### src/rtl/tss_pkg.sv
// ----------------------------------------------------------------------------
// tss_pkg
// Shared types and constants for the task switch scheduler.
// ----------------------------------------------------------------------------
package tss_pkg;

    localparam int TSS_NUM_TASKS = 8;

    localparam int TSS_OP_W   = 2;
    localparam int TSS_WORD_W = 32;
    localparam int TSS_TGT_W  = 3;
    localparam int TSS_CUR_W  = 3;

    typedef enum logic [TSS_OP_W-1:0] {
        OP_SWITCH    = 2'd0,
        OP_WAIT      = 2'd1,
        OP_ACTIVATE  = 2'd2,
        OP_SET_STATE = 2'd3
    } t_op;

endpackage

### src/rtl/task_switch_scheduler_top.sv
// ----------------------------------------------------------------------------
// task_switch_scheduler_top
// Non-wrapping task scheduler with an idle task, one task slot tested per cycle.
// ----------------------------------------------------------------------------
// Usage:
//   An item (op plus its operand fields) is taken at a clock edge where start
//   is high and busy is low. busy stays high while the op is worked on. The
//   result (current task, stack pointer, wakeup reason) is shown for exactly
//   one cycle with o_done high; the receiver cannot stall it.
// Steps, from the accepting edge to the result: set_state and an activate
//   that is dropped (killed or out of range target) finish in the exec state,
//   wait and any other activate pass through exec and load, and switch passes
//   through exec, the scan and load; the scan visits k task slots, with k in
//   1 .. NUM_TASKS. The scan tests one slot per cycle against the ready
//   and killed flags, and each per-task word store has one write and one
//   registered read port, which is why the load-modify-store ops pass through load.
//   A new item may be started in the cycle its predecessor's result is shown.
// Reset (synchronous, active low) makes task 0 current and clears ready,
//   killed and the valid bits of the per-task stores, so every stored word
//   reads as zero until written. No clearing pass is needed.
// ----------------------------------------------------------------------------
module task_switch_scheduler_top
    import tss_pkg::*;
#(
    parameter int NUM_TASKS = TSS_NUM_TASKS
) (
    input  logic                  i_clk,
    input  logic                  i_rst_n,
    input  logic                  start,
    output logic                  busy,
    input  logic [TSS_OP_W-1:0]   i_op,
    input  logic [TSS_WORD_W-1:0] i_psp_in,
    input  logic [TSS_WORD_W-1:0] i_event_mask,
    input  logic [TSS_TGT_W-1:0]  i_target_task,
    input  logic [TSS_WORD_W-1:0] i_reason_bits,
    input  logic [TSS_WORD_W-1:0] i_flag_bits,
    input  logic                  i_ready_in,
    input  logic                  i_killed_in,
    output logic                  o_done,
    output logic [TSS_CUR_W-1:0]  o_cur_task,
    output logic [TSS_WORD_W-1:0] o_psp_out,
    output logic [TSS_WORD_W-1:0] o_wake_reason
);

    localparam int IW = $clog2(NUM_TASKS);
    localparam int XW = IW + TSS_TGT_W;

    typedef enum logic [1:0] {
        S_IDLE,
        S_EXEC,
        S_SCAN,
        S_LOAD
    } t_state;

    t_state r_state;

    // latched item
    t_op                   r_op;
    logic [TSS_WORD_W-1:0] r_psp;
    logic [TSS_WORD_W-1:0] r_mask;
    logic [TSS_TGT_W-1:0]  r_tgt;
    logic [TSS_WORD_W-1:0] r_rsn;
    logic [TSS_WORD_W-1:0] r_flg;
    logic                  r_rdy;
    logic                  r_kil;

    logic [IW-1:0]         r_cur;
    logic [IW:0]           r_scan;
    logic [NUM_TASKS-1:0]  r_ready;
    logic [NUM_TASKS-1:0]  r_killed;
    logic [NUM_TASKS-1:0]  r_psp_vld;
    logic [NUM_TASKS-1:0]  r_rsn_vld;
    logic [NUM_TASKS-1:0]  r_flg_vld;

    // per-task word stores
    logic [TSS_WORD_W-1:0] psp_mem  [NUM_TASKS];
    logic [TSS_WORD_W-1:0] rsn_mem  [NUM_TASKS];
    logic [TSS_WORD_W-1:0] flg_mem  [NUM_TASKS];
    logic [TSS_WORD_W-1:0] mask_mem [NUM_TASKS];

    logic [TSS_WORD_W-1:0] r_psp_rd;
    logic [TSS_WORD_W-1:0] r_rsn_rd;
    logic [TSS_WORD_W-1:0] r_flg_rd;
    logic                  r_psp_rv;
    logic                  r_rsn_rv;
    logic                  r_flg_rv;

    logic                  r_done;
    logic [TSS_WORD_W-1:0] r_psp_o;
    logic [TSS_WORD_W-1:0] r_rsn_o;

    // control of the stores
    logic                  rd_en;
    logic [IW-1:0]         rd_addr;
    logic                  psp_we;
    logic                  rsn_we;
    logic                  flg_we;
    logic                  mask_we;
    logic [IW-1:0]         wr_addr;
    logic [TSS_WORD_W-1:0] psp_wd;
    logic [TSS_WORD_W-1:0] rsn_wd;
    logic [TSS_WORD_W-1:0] flg_wd;

    logic                  accept;
    logic [XW-1:0]         tgt_ext;
    logic [IW-1:0]         tgt_idx;
    logic                  tgt_ok;
    logic                  act_ok;
    logic                  scan_end;
    logic                  scan_hit;
    logic                  scan_found;
    logic [IW-1:0]         scan_idx;
    logic [IW-1:0]         pick;
    logic [XW-1:0]         cur_ext;
    logic [TSS_WORD_W-1:0] rsn_old;
    logic [TSS_WORD_W-1:0] flg_old;

    assign accept  = start && !busy;
    assign busy    = (r_state != S_IDLE);

    assign tgt_ext = {{IW{1'b0}}, r_tgt};
    assign tgt_idx = tgt_ext[IW-1:0];
    assign tgt_ok  = (tgt_ext < XW'(NUM_TASKS));
    assign act_ok  = tgt_ok && !r_killed[tgt_idx];

    // one slot tested per cycle; reaching the top of the table means idle
    assign scan_end   = (r_scan == (IW+1)'(NUM_TASKS));
    assign scan_idx   = r_scan[IW-1:0];
    assign scan_hit   = !scan_end && r_ready[scan_idx] && !r_killed[scan_idx];
    assign scan_found = scan_end || scan_hit;
    assign pick       = scan_end ? '0 : scan_idx;

    assign rsn_old = r_rsn_rv ? r_rsn_rd : '0;
    assign flg_old = r_flg_rv ? r_flg_rd : '0;

    assign cur_ext = {{TSS_TGT_W{1'b0}}, r_cur};

    assign o_done         = r_done;
    assign o_cur_task     = cur_ext[TSS_CUR_W-1:0];
    assign o_psp_out      = r_psp_o;
    assign o_wake_reason  = r_rsn_o;

    always_comb begin
        rd_en   = 1'b0;
        rd_addr = r_cur;
        psp_we  = 1'b0;
        rsn_we  = 1'b0;
        flg_we  = 1'b0;
        mask_we = 1'b0;
        wr_addr = r_cur;
        psp_wd  = r_psp;
        rsn_wd  = rsn_old | r_rsn;
        flg_wd  = flg_old | r_flg;
        case (r_state)
            S_EXEC: begin
                case (r_op)
                    OP_SWITCH: begin
                        psp_we = 1'b1;
                    end
                    OP_WAIT: begin
                        mask_we = 1'b1;
                        rd_en   = 1'b1;
                    end
                    OP_ACTIVATE: begin
                        rd_en   = act_ok;
                        rd_addr = tgt_idx;
                    end
                    default: begin
                    end
                endcase
            end
            S_SCAN: begin
                rd_en   = scan_found;
                rd_addr = pick;
            end
            S_LOAD: begin
                if (r_op == OP_ACTIVATE) begin
                    rsn_we  = 1'b1;
                    flg_we  = 1'b1;
                    wr_addr = tgt_idx;
                end
            end
            default: begin
            end
        endcase
    end

    // stores: one write each, one shared registered read for psp, reason, flag
    always_ff @(posedge i_clk) begin
        if (psp_we) begin
            psp_mem[wr_addr] <= psp_wd;
        end
        if (rsn_we) begin
            rsn_mem[wr_addr] <= rsn_wd;
        end
        if (flg_we) begin
            flg_mem[wr_addr] <= flg_wd;
        end
        if (mask_we) begin
            mask_mem[wr_addr] <= r_mask;
        end
        if (rd_en) begin
            r_psp_rd <= psp_mem[rd_addr];
            r_rsn_rd <= rsn_mem[rd_addr];
            r_flg_rd <= flg_mem[rd_addr];
            r_psp_rv <= r_psp_vld[rd_addr];
            r_rsn_rv <= r_rsn_vld[rd_addr];
            r_flg_rv <= r_flg_vld[rd_addr];
        end
    end

    always_ff @(posedge i_clk) begin
        if (accept) begin
            r_op   <= t_op'(i_op);
            r_psp  <= i_psp_in;
            r_mask <= i_event_mask;
            r_tgt  <= i_target_task;
            r_rsn  <= i_reason_bits;
            r_flg  <= i_flag_bits;
            r_rdy  <= i_ready_in;
            r_kil  <= i_killed_in;
        end
    end

    always_ff @(posedge i_clk) begin
        if (!i_rst_n) begin
            r_state   <= S_IDLE;
            r_cur     <= '0;
            r_scan    <= '0;
            r_ready   <= '0;
            r_killed  <= '0;
            r_psp_vld <= '0;
            r_rsn_vld <= '0;
            r_flg_vld <= '0;
            r_done    <= 1'b0;
            r_psp_o   <= '0;
            r_rsn_o   <= '0;
        end else begin
            if (psp_we) begin
                r_psp_vld[wr_addr] <= 1'b1;
            end
            if (rsn_we) begin
                r_rsn_vld[wr_addr] <= 1'b1;
            end
            if (flg_we) begin
                r_flg_vld[wr_addr] <= 1'b1;
            end
            case (r_state)
                S_IDLE: begin
                    // every item passes through idle, which ends the strobe
                    r_done <= 1'b0;
                    if (accept) begin
                        r_state <= S_EXEC;
                    end
                end
                S_EXEC: begin
                    case (r_op)
                        OP_SWITCH: begin
                            r_scan  <= {1'b0, r_cur} + (IW+1)'(1);
                            r_state <= S_SCAN;
                        end
                        OP_WAIT: begin
                            r_ready[r_cur] <= 1'b0;
                            r_state        <= S_LOAD;
                        end
                        OP_ACTIVATE: begin
                            if (act_ok) begin
                                r_state <= S_LOAD;
                            end else begin
                                r_psp_o <= '0;
                                r_rsn_o <= '0;
                                r_done  <= 1'b1;
                                r_state <= S_IDLE;
                            end
                        end
                        default: begin
                            if (tgt_ok) begin
                                r_ready[tgt_idx]  <= r_rdy;
                                r_killed[tgt_idx] <= r_kil;
                            end
                            r_psp_o <= '0;
                            r_rsn_o <= '0;
                            r_done  <= 1'b1;
                            r_state <= S_IDLE;
                        end
                    endcase
                end
                S_SCAN: begin
                    if (scan_found) begin
                        r_cur   <= pick;
                        r_state <= S_LOAD;
                    end else begin
                        r_scan <= r_scan + (IW+1)'(1);
                    end
                end
                S_LOAD: begin
                    case (r_op)
                        OP_SWITCH: begin
                            r_psp_o <= r_psp_rv ? r_psp_rd : '0;
                            r_rsn_o <= '0;
                        end
                        OP_WAIT: begin
                            // reason handed out, then reads as zero
                            r_psp_o          <= '0;
                            r_rsn_o          <= rsn_old;
                            r_rsn_vld[r_cur] <= 1'b0;
                        end
                        OP_ACTIVATE: begin
                            r_psp_o           <= '0;
                            r_rsn_o           <= '0;
                            r_ready[tgt_idx]  <= 1'b1;
                            r_killed[tgt_idx] <= 1'b0;
                        end
                        default: begin
                            r_psp_o <= '0;
                            r_rsn_o <= '0;
                        end
                    endcase
                    r_done  <= 1'b1;
                    r_state <= S_IDLE;
                end
                default: begin
                    r_state <= S_IDLE;
                end
            endcase
        end
    end

    a_done_after_busy: assert property (@(posedge i_clk) disable iff (!i_rst_n)
        o_done |-> $past(busy))
        else $error("result strobe without a preceding busy cycle");

    a_accept_busy: assert property (@(posedge i_clk) disable iff (!i_rst_n)
        accept |=> busy && !o_done)
        else $error("accepted item did not raise busy");

    a_psp_only_switch: assert property (@(posedge i_clk) disable iff (!i_rst_n)
        o_done && (r_op != OP_SWITCH) |-> (o_psp_out == '0))
        else $error("stack pointer returned for an op other than switch");

    a_rsn_only_wait: assert property (@(posedge i_clk) disable iff (!i_rst_n)
        o_done && (r_op != OP_WAIT) |-> (o_wake_reason == '0))
        else $error("wakeup reason returned for an op other than wait");

    a_scan_range: assert property (@(posedge i_clk) disable iff (!i_rst_n)
        (r_state == S_SCAN) |-> (r_scan != '0) && (r_scan <= (IW+1)'(NUM_TASKS)))
        else $error("scan index left the task table");

endmodule

### config.mk
export PLATFORM = sky130hd
export DESIGN_NAME = task_switch_scheduler_top
export DESIGN_NICKNAME = d
export VERILOG_FILES = /design/src/rtl/tss_pkg.sv /design/src/rtl/task_switch_scheduler_top.sv
export SDC_FILE = /design/constraint.sdc
export NUM_CORES = 1
export LEC_CHECK = 0
export ABC_CLOCK_PERIOD_IN_PS = 3800
export BUFFER_PORTS_ARGS = -buffer_cell sky130_fd_sc_hd__clkbuf_2
export CAP_MARGIN = 20
export CORE_MARGIN = 10
export CORE_UTILIZATION = 50
export DETAILED_ROUTE_END_ITERATION = 7
export GPL_ROUTABILITY_DRIVEN = 1
export GPL_TIMING_DRIVEN = 0
export PLACE_DENSITY_LB_ADDON = 0.3
export SETUP_SLACK_MARGIN = 0.2
export SKIP_LAST_GASP = 1
export SLEW_MARGIN = 20
export SYNTH_ARGS = -nofsm -noshare
export SYNTH_HDL_FRONTEND = slang
export SYNTH_SLANG_ARGS = --single-unit
### constraint.sdc
create_clock -name i_clk -period 3.8 [get_ports i_clk]
set_input_delay 0.76 -clock i_clk [delete_from_list [all_inputs] [get_ports i_clk]]
set_output_delay 0.76 -clock i_clk [all_outputs]
set_load 0.01 [all_outputs]
**After elaboration in Yosys (flattened, before gate mapping)**

Memories as Yosys holds them, arrays and structs flattened. A register that Yosys moved wholly into a read port is not among the register bits.
Cells that the tools add are included.
W data, S select, Z words.

- Memories kept: 2
- Flip-flop bits (word level): 179
- Word-level logic and storage cells: 148
- Output and inout port bits: 69
- Bits in writable memories: 512

- Mux-type cells: 63
- Bitwise logic cells: 9
- $add $sub $neg: 2
- Equality and inequality tests: 17
- Reductions and logical operators: 28
- Order comparisons: 9

Memory list:

| name | depth | width | read ports | clocked after memory_dff | write ports | line | text |
|---|---|---|---|---|---|---|---|
| psp_mem | 8 | 32 | 1 | 1 | 1 | task_switch_scheduler_top.sv:76 | `logic [TSS_WORD_W-1:0] psp_mem [NUM_TASKS];` |
| rsn_mem | 8 | 32 | 1 | 1 | 1 | task_switch_scheduler_top.sv:77 | `logic [TSS_WORD_W-1:0] rsn_mem [NUM_TASKS];` |

Operators with widths:

| cell | count |
|---|---|
| $pmux W32 S2 | 3 |
| $mux W32 | 5 |
| $mux W8 | 9 |
| $pmux W8 S2 | 3 |
| $or A32 B32 Y32 | 1 |
| $and A8 B8 Y8 | 3 |
| $lt A3 B4 Y1 const B | 6 |
| $or A8 B8 Y8 | 3 |
| $ne A2 B2 Y1 const B | 9 |
| $mux W1 | 17 |
| $bwmux W8 | 2 |
| $not A8 Y8 | 2 |
| $bmux W1 S3 | 5 |
| $demux W1 S3 | 3 |
| $ge A3 B1 Y1 const B | 3 |
| $mux W3 | 3 |
| $reduce_and A3 Y1 | 3 |
| $mux W4 | 2 |
| $pmux W2 S4 | 1 |
| $pmux W4 S2 | 1 |
| $reduce_and A4 Y1 | 2 |
| $logic_and A1 B1 Y1 | 7 |
| $eq A2 B2 Y1 const B | 3 |
| $mux W2 | 3 |
| other kinds (17) | 29 |

**Depth between registers and ports, before layout**

- Depth after elaboration: 13
- Gate-level depth with buffers: 12

**Least setup slack after synthesis**

Ideal clock, no wire load.

- Path kind: register to register
- Start: register r_state[0]
- End: memory psp_mem[6][0], enable pin
- Setup time: 423 ps
- Slack: 400 ps
- Stages on the path, launching flop included: 7
- Clock period less this slack: 3400 ps
- Arrival time: 2978 ps
- Cells stage by stage: dfxtp_1 > ha_1 > clkbuf_1 > nand3_1 > a21boi_0 > or2_2 > nor2_1

- Word-level cells in the longest chain between the ends: 4

RTL lines:

| what | line | text |
|---|---|---|
| from (decl) | task_switch_scheduler_top.sv:55 | `t_state r_state;` |
| from (signal assigned) | task_switch_scheduler_top.sv:227 | `r_state <= S_IDLE;` |
| from (signal assigned) | task_switch_scheduler_top.sv:253 | `r_state <= S_EXEC;` |
| from (signal assigned) | task_switch_scheduler_top.sv:260 | `r_state <= S_SCAN;` |
| $eq A2 B1 Y1 | task_switch_scheduler_top.sv:154 | `case (r_state)` |
| $mux W1 | task_switch_scheduler_top.sv:154 |  |
| $mux W1 | task_switch_scheduler_top.sv:190 | `if (psp_we) begin` |
| $mux W1 (not written as such) | task_switch_scheduler_top.sv:191 | `psp_mem[wr_addr] <= psp_wd;` |
| to (decl) | task_switch_scheduler_top.sv:76 |  |

Several ways; a longest one is shown, not always the timed one.

**Final worst setup path**

- Start: register r_state[0]
- End: memory psp_mem[7][8], enable pin

Same word-level chain as after synthesis.

==> results_tabular.tex <==
\begin{tabular}{lr}
\hline
Metric & Value \\
\hline
\multicolumn{2}{l}{\textbf{Outcome}} \\
Status & complete, no violations \\
\multicolumn{2}{l}{\textbf{Synthesis}} \\
Cell variety after synth & between 50 and 60 \\
Share of flip-flops with an asynchronous set or reset after synthesis & 0\% \\
Top-count cell post-synth & sky130\_fd\_sc\_hd\_\_edfxtp\_1 \\
Ranking of synthesized cells by area & sky130\_fd\_sc\_hd\_\_edfxtp\_1 (68\%), sky130\_fd\_sc\_hd\_\_mux2i\_1 (9.7\%), sky130\_fd\_sc\_hd\_\_dfxtp\_1 (7.4\%), sky130\_fd\_sc\_hd\_\_o221ai\_1 (2.1\%), sky130\_fd\_sc\_hd\_\_o22a\_1 (2.0\%) \\
Arithmetic-cell share of the synthesized area counting full adders, half adders and majority gates & less than 1\% \\
Multiplexer area fraction after synthesis & between 9 and 10\% \\
Yosys Warn Count & 0 \\
Synth top area share & between 60\% and 70\% \\
Net Count, Synth & between 1,500 and 2,000 \\
Simple-gate portion of the synthesized area & about 2.4\% \\
Mapped Cells & approximately 1,600 \\
Cell type with the largest total area after synthesis & sky130\_fd\_sc\_hd\_\_edfxtp\_1 \\
Post-synth top flop & sky130\_fd\_sc\_hd\_\_edfxtp\_1 \\
Commonest cells in the synthesized netlist & sky130\_fd\_sc\_hd\_\_edfxtp\_1 (649), sky130\_fd\_sc\_hd\_\_mux2i\_1 (276), sky130\_fd\_sc\_hd\_\_dfxtp\_1 (106) \\
Average cell area after synthesis & roughly 18 um2 \\
Area of the mapped netlist & between 20,000 and 30,000 um2 \\
Number of enable-type register cells in the synthesized netlist & about 650 \\
Area fraction in compound gates after synthesis & a little under a tenth \\
Seq/Total Area, Yosys & about three quarters \\
Xor and xnor fraction of the mapped netlist area & 0\% \\
Flop and latch count out of synthesis & about 760 \\
Main combinational cell family by area after synthesis & multiplexers \\
\multicolumn{2}{l}{\textbf{Clock network}} \\
Clock transition at the registers of the reported paths & about 0.06 ns \\
TritonCTS clock tree & done \\
CTS sink cnt & around 760 \\
Cts hold-fix bufs & 0 \\
Number of CTS-inserted buffers & between 70 and 80 \\
CTS HTree Levels & 3 \\
Maximum count of clock buffers along a single path & 3 \\
Clock latency reported for the late side of the worst-skew pair & $\sim$0.62 ns \\
Post-CTS Setup Repair Bufs & 0 \\
Post-cts gate resize count & 0 \\
Root buffer selected by CTS & sky130\_fd\_sc\_hd\_\_clkbuf\_16 \\
\multicolumn{2}{l}{\textbf{Floorplanning}} \\
Total Die Area & $\sim$67,000 um2 \\
Core area & approximately 56,000 um2 \\
Initial Utilization & 50.5\% \\
Count of boundary I/O pins & around 210 \\
Die height & approximately 260 um \\
Number of placement rows & between 80 and 90 \\
Width of the chip & 259 um \\
\multicolumn{2}{l}{\textbf{Setup path}} \\
Count of buffer and inverter cells on the critical path & 2 \\
CP max-delay cell & sky130\_fd\_sc\_hd\_\_nor2\_4 \\
CP required & around 4.1 ns \\
Critical path cell sequence & ha\_1 > clkbuf\_1 > nand3\_1 > a21boi\_0 > or2\_2 > nor2\_4 > buf\_12 \\
Critical path data arrival time & around 3.7 ns \\
Cell class contributing the biggest share of worst-path delay & simple AND/OR/NAND/NOR gates \\
CP Max Fanout & 21 \\
Sort of element at the start of the critical path & register \\
Worst Setup Path Type & reg2reg \\
Delay of the slowest cell on the worst path & roughly 0.48 ns \\
Reg-to-reg setup timing slack & $\sim$0.4 ns \\
Kind of capture point of the worst setup path & register \\
\multicolumn{2}{l}{\textbf{Power and ir drop}} \\
Power density normalized to cell area & about 550 nW/um2 \\
Static leakage & about 11 nW \\
Power share of the sequential group & 51.2\% \\
Switching power summed over all nets & $\sim$0.0043 W \\
Combinational group share of total power & a little over a tenth \\
IR Drop Worst-Case VDD & 0.360 mV \\
Fraction of power spent switching nets & a little under a quarter \\
Clock share of power & a little under two fifths \\
Internal power & 0.0141 W \\
\multicolumn{2}{l}{\textbf{Global routing}} \\
GRT overflow & 0 \\
Initial antenna violation count & 0 \\
Global Route Usage Sum & between 15 and 20\% \\
Maximum number of pins on one net before global-route repair & 37 \\
Number of global-route vias before repair & 16,100 \\
Global-route wire length before repair & around 99 mm \\
\multicolumn{2}{l}{\textbf{Final layout}} \\
Final Core Density & between 50 and 60\% \\
NumNets Final & $\sim$2,000 \\
Share of post-route cells with drive strength above 1 & 19.1\% \\
Filler cell count & $\sim$4,200 \\
Area growth from synthesis to layout & 16.7\% \\
Number of standard cells in the final layout excluding fillers & around 2,700 \\
Area of the multi-input gates & around 6400 um2 \\
Sequential standard cell area & around 22,000 um2 \\
Inserted Diodes & 0 \\
\multicolumn{2}{l}{\textbf{Placed design}} \\
Worst setup slack after placement & 0.463 ns \\
I/O Buffers & between 100 and 150 \\
Weighted congestion reported at the end of routability-driven placement & just under 0.9 \\
Half-perimeter wire length of the detailed placement result & between 40 and 50 mm \\
Dpl cells & between 2,000 and 3,000 \\
\multicolumn{2}{l}{\textbf{Drt}} \\
Vias per Instance & between 5 and 6 \\
Average wire per standard cell & between 20 and 25 um \\
Final routed DRC violation total & 0 \\
First-pass iteration count of the detailed router & 5 \\
Vias after detailed routing & roughly 16,000 \\
Detailed router's first-iteration violation count & $\sim$1,400 \\
Routed wire length & $\sim$66 mm \\
Antenna violation net count after detailed routing & 0 \\
\multicolumn{2}{l}{\textbf{STA}} \\
Total of endpoints with negative setup slack in the final report & 0 \\
Final Worst Setup Slack & 0.397 ns \\
Setup repair after global routing missed its margin & false \\
Worst-margin pin slew & roughly 0.98 ns \\
Period Utilization, post-route & between 80\% and 90\% \\
Number of hold violations in the final report & 0 \\
Max-slew headroom at the worst pin & 34.0\% \\
Maximum clock frequency & about 300 MHz \\
WHS & about 0.31 ns \\
Clk\_skew & 0.0194 ns \\
Final Slew Violations & 0 \\
Minimum period implied by the final worst setup slack & between 3 and 4 ns \\
\multicolumn{2}{l}{\textbf{Worst hold path}} \\
Worst hold path class & in2reg \\
\multicolumn{2}{l}{\textbf{Flow run}} \\
Number of maximum-capacitance constraint violations & 0 \\
\hline
\end{tabular}
==> metrics by stage <==
stage               cell area (um2)  TNS [ns]  total power (W)
floorplan                     28500         0           0.0109
global placement              30200   -658.03           0.0115
detailed placement            30900         0           0.0115
CTS                           33200         0           0.0185
global route                  33200         0           0.0190
finish                        33200         0           0.0184
==> placed cells by master, fill, tap and decap left out, types with 9 or more instances in the layout <==
cell type and n:
sky130_fd_sc_hd__a21boi_0 10, sky130_fd_sc_hd__a21o_1 34, sky130_fd_sc_hd__a22o_1 34, sky130_fd_sc_hd__a32o_1 32
sky130_fd_sc_hd__buf_12 10, sky130_fd_sc_hd__buf_16 15, sky130_fd_sc_hd__buf_2 26, sky130_fd_sc_hd__buf_4 19
sky130_fd_sc_hd__clkbuf_1 67, sky130_fd_sc_hd__clkbuf_16 78, sky130_fd_sc_hd__clkbuf_2 142, sky130_fd_sc_hd__dfxtp_1 106
sky130_fd_sc_hd__edfxtp_1 649, sky130_fd_sc_hd__ha_1 11, sky130_fd_sc_hd__inv_1 10, sky130_fd_sc_hd__mux2i_1 276
sky130_fd_sc_hd__nand2_1 36, sky130_fd_sc_hd__nand2b_1 15, sky130_fd_sc_hd__nor2_1 20, sky130_fd_sc_hd__nor2_4 16
sky130_fd_sc_hd__nor2b_1 16, sky130_fd_sc_hd__o21a_1 9, sky130_fd_sc_hd__o21ai_0 26, sky130_fd_sc_hd__o221ai_1 67
sky130_fd_sc_hd__o22a_1 66
==> power by group through the flow <==
stage	Clock (W)	Sequential (W)	Combinational (W)
floorplan	0	0.00954	0.00136
global placement	0	0.00960	0.00185
detailed placement	0	0.00960	0.00193
CTS	0.00716	0.00942	0.00194
global route	0.00748	0.00944	0.00205
finish	0.00706	0.00942	0.00192
==> path summary, 6_finish.rpt <==
check / startpoint / endpoint / cells past startpoint
max reg2reg: r_state[0] / psp_mem[7][8] / 7
min reg2reg: o_wake_reason[8] / o_wake_reason[8] / 1
min: i_psp_in[20] / psp_wd[20] / 1
max: r_state[0] / psp_mem[7][8] / 7
==> sequential cells by signal, indices dropped and copies added (netlist names), 2 cells and up, named ones only <==
register / flops
r_rsn: 32
psp_mem: 256
r_op: 2
r_psp_vld: 8
o_wake_reason: 32
o_psp_out: 32
r_scan: 4
r_rsn_rd: 32
o_cur_task: 3
r_ready: 8
r_psp_rd: 32
r_killed: 8
r_rsn_vld: 8
rsn_mem: 256
r_tgt: 3
psp_wd: 32
==> layer usage <==
metal  track usage (%)  part of all wire (%)  vias to the layer above
li1                  -                     -                     6970
met3              3.61                   6.7                       96
met5                 0                     0                        -
met2              32.3                    49                      535
met1              25.3                    42                     7953
met4              6.03                   2.1                        0
==> cell type report <==
cell class	instances	area share (%)
Clock buffer	112	6.50
Buffer	100	1.62
Multi-Input combinational cell	749	19.4
Inverter	10	0.113
Timing Repair Buffer	167	3.98
Clock inverter	26	0.568
Sequential cell	755	65.0
Tap cell	756	2.85
==> cell families after synthesis <==
| group | count (synthesis) |
|---|---|
| buffers and inverters | 110 |
| AO/OA/AOI/OAI | 316 |
| multiplexers | 281 |
| AND/OR/NAND/NOR | 141 |
| flip-flops | 755 |
| adder cells (fa/ha/maj) | 11 |
No activity file was read; power rests on OpenSTA's default activity.
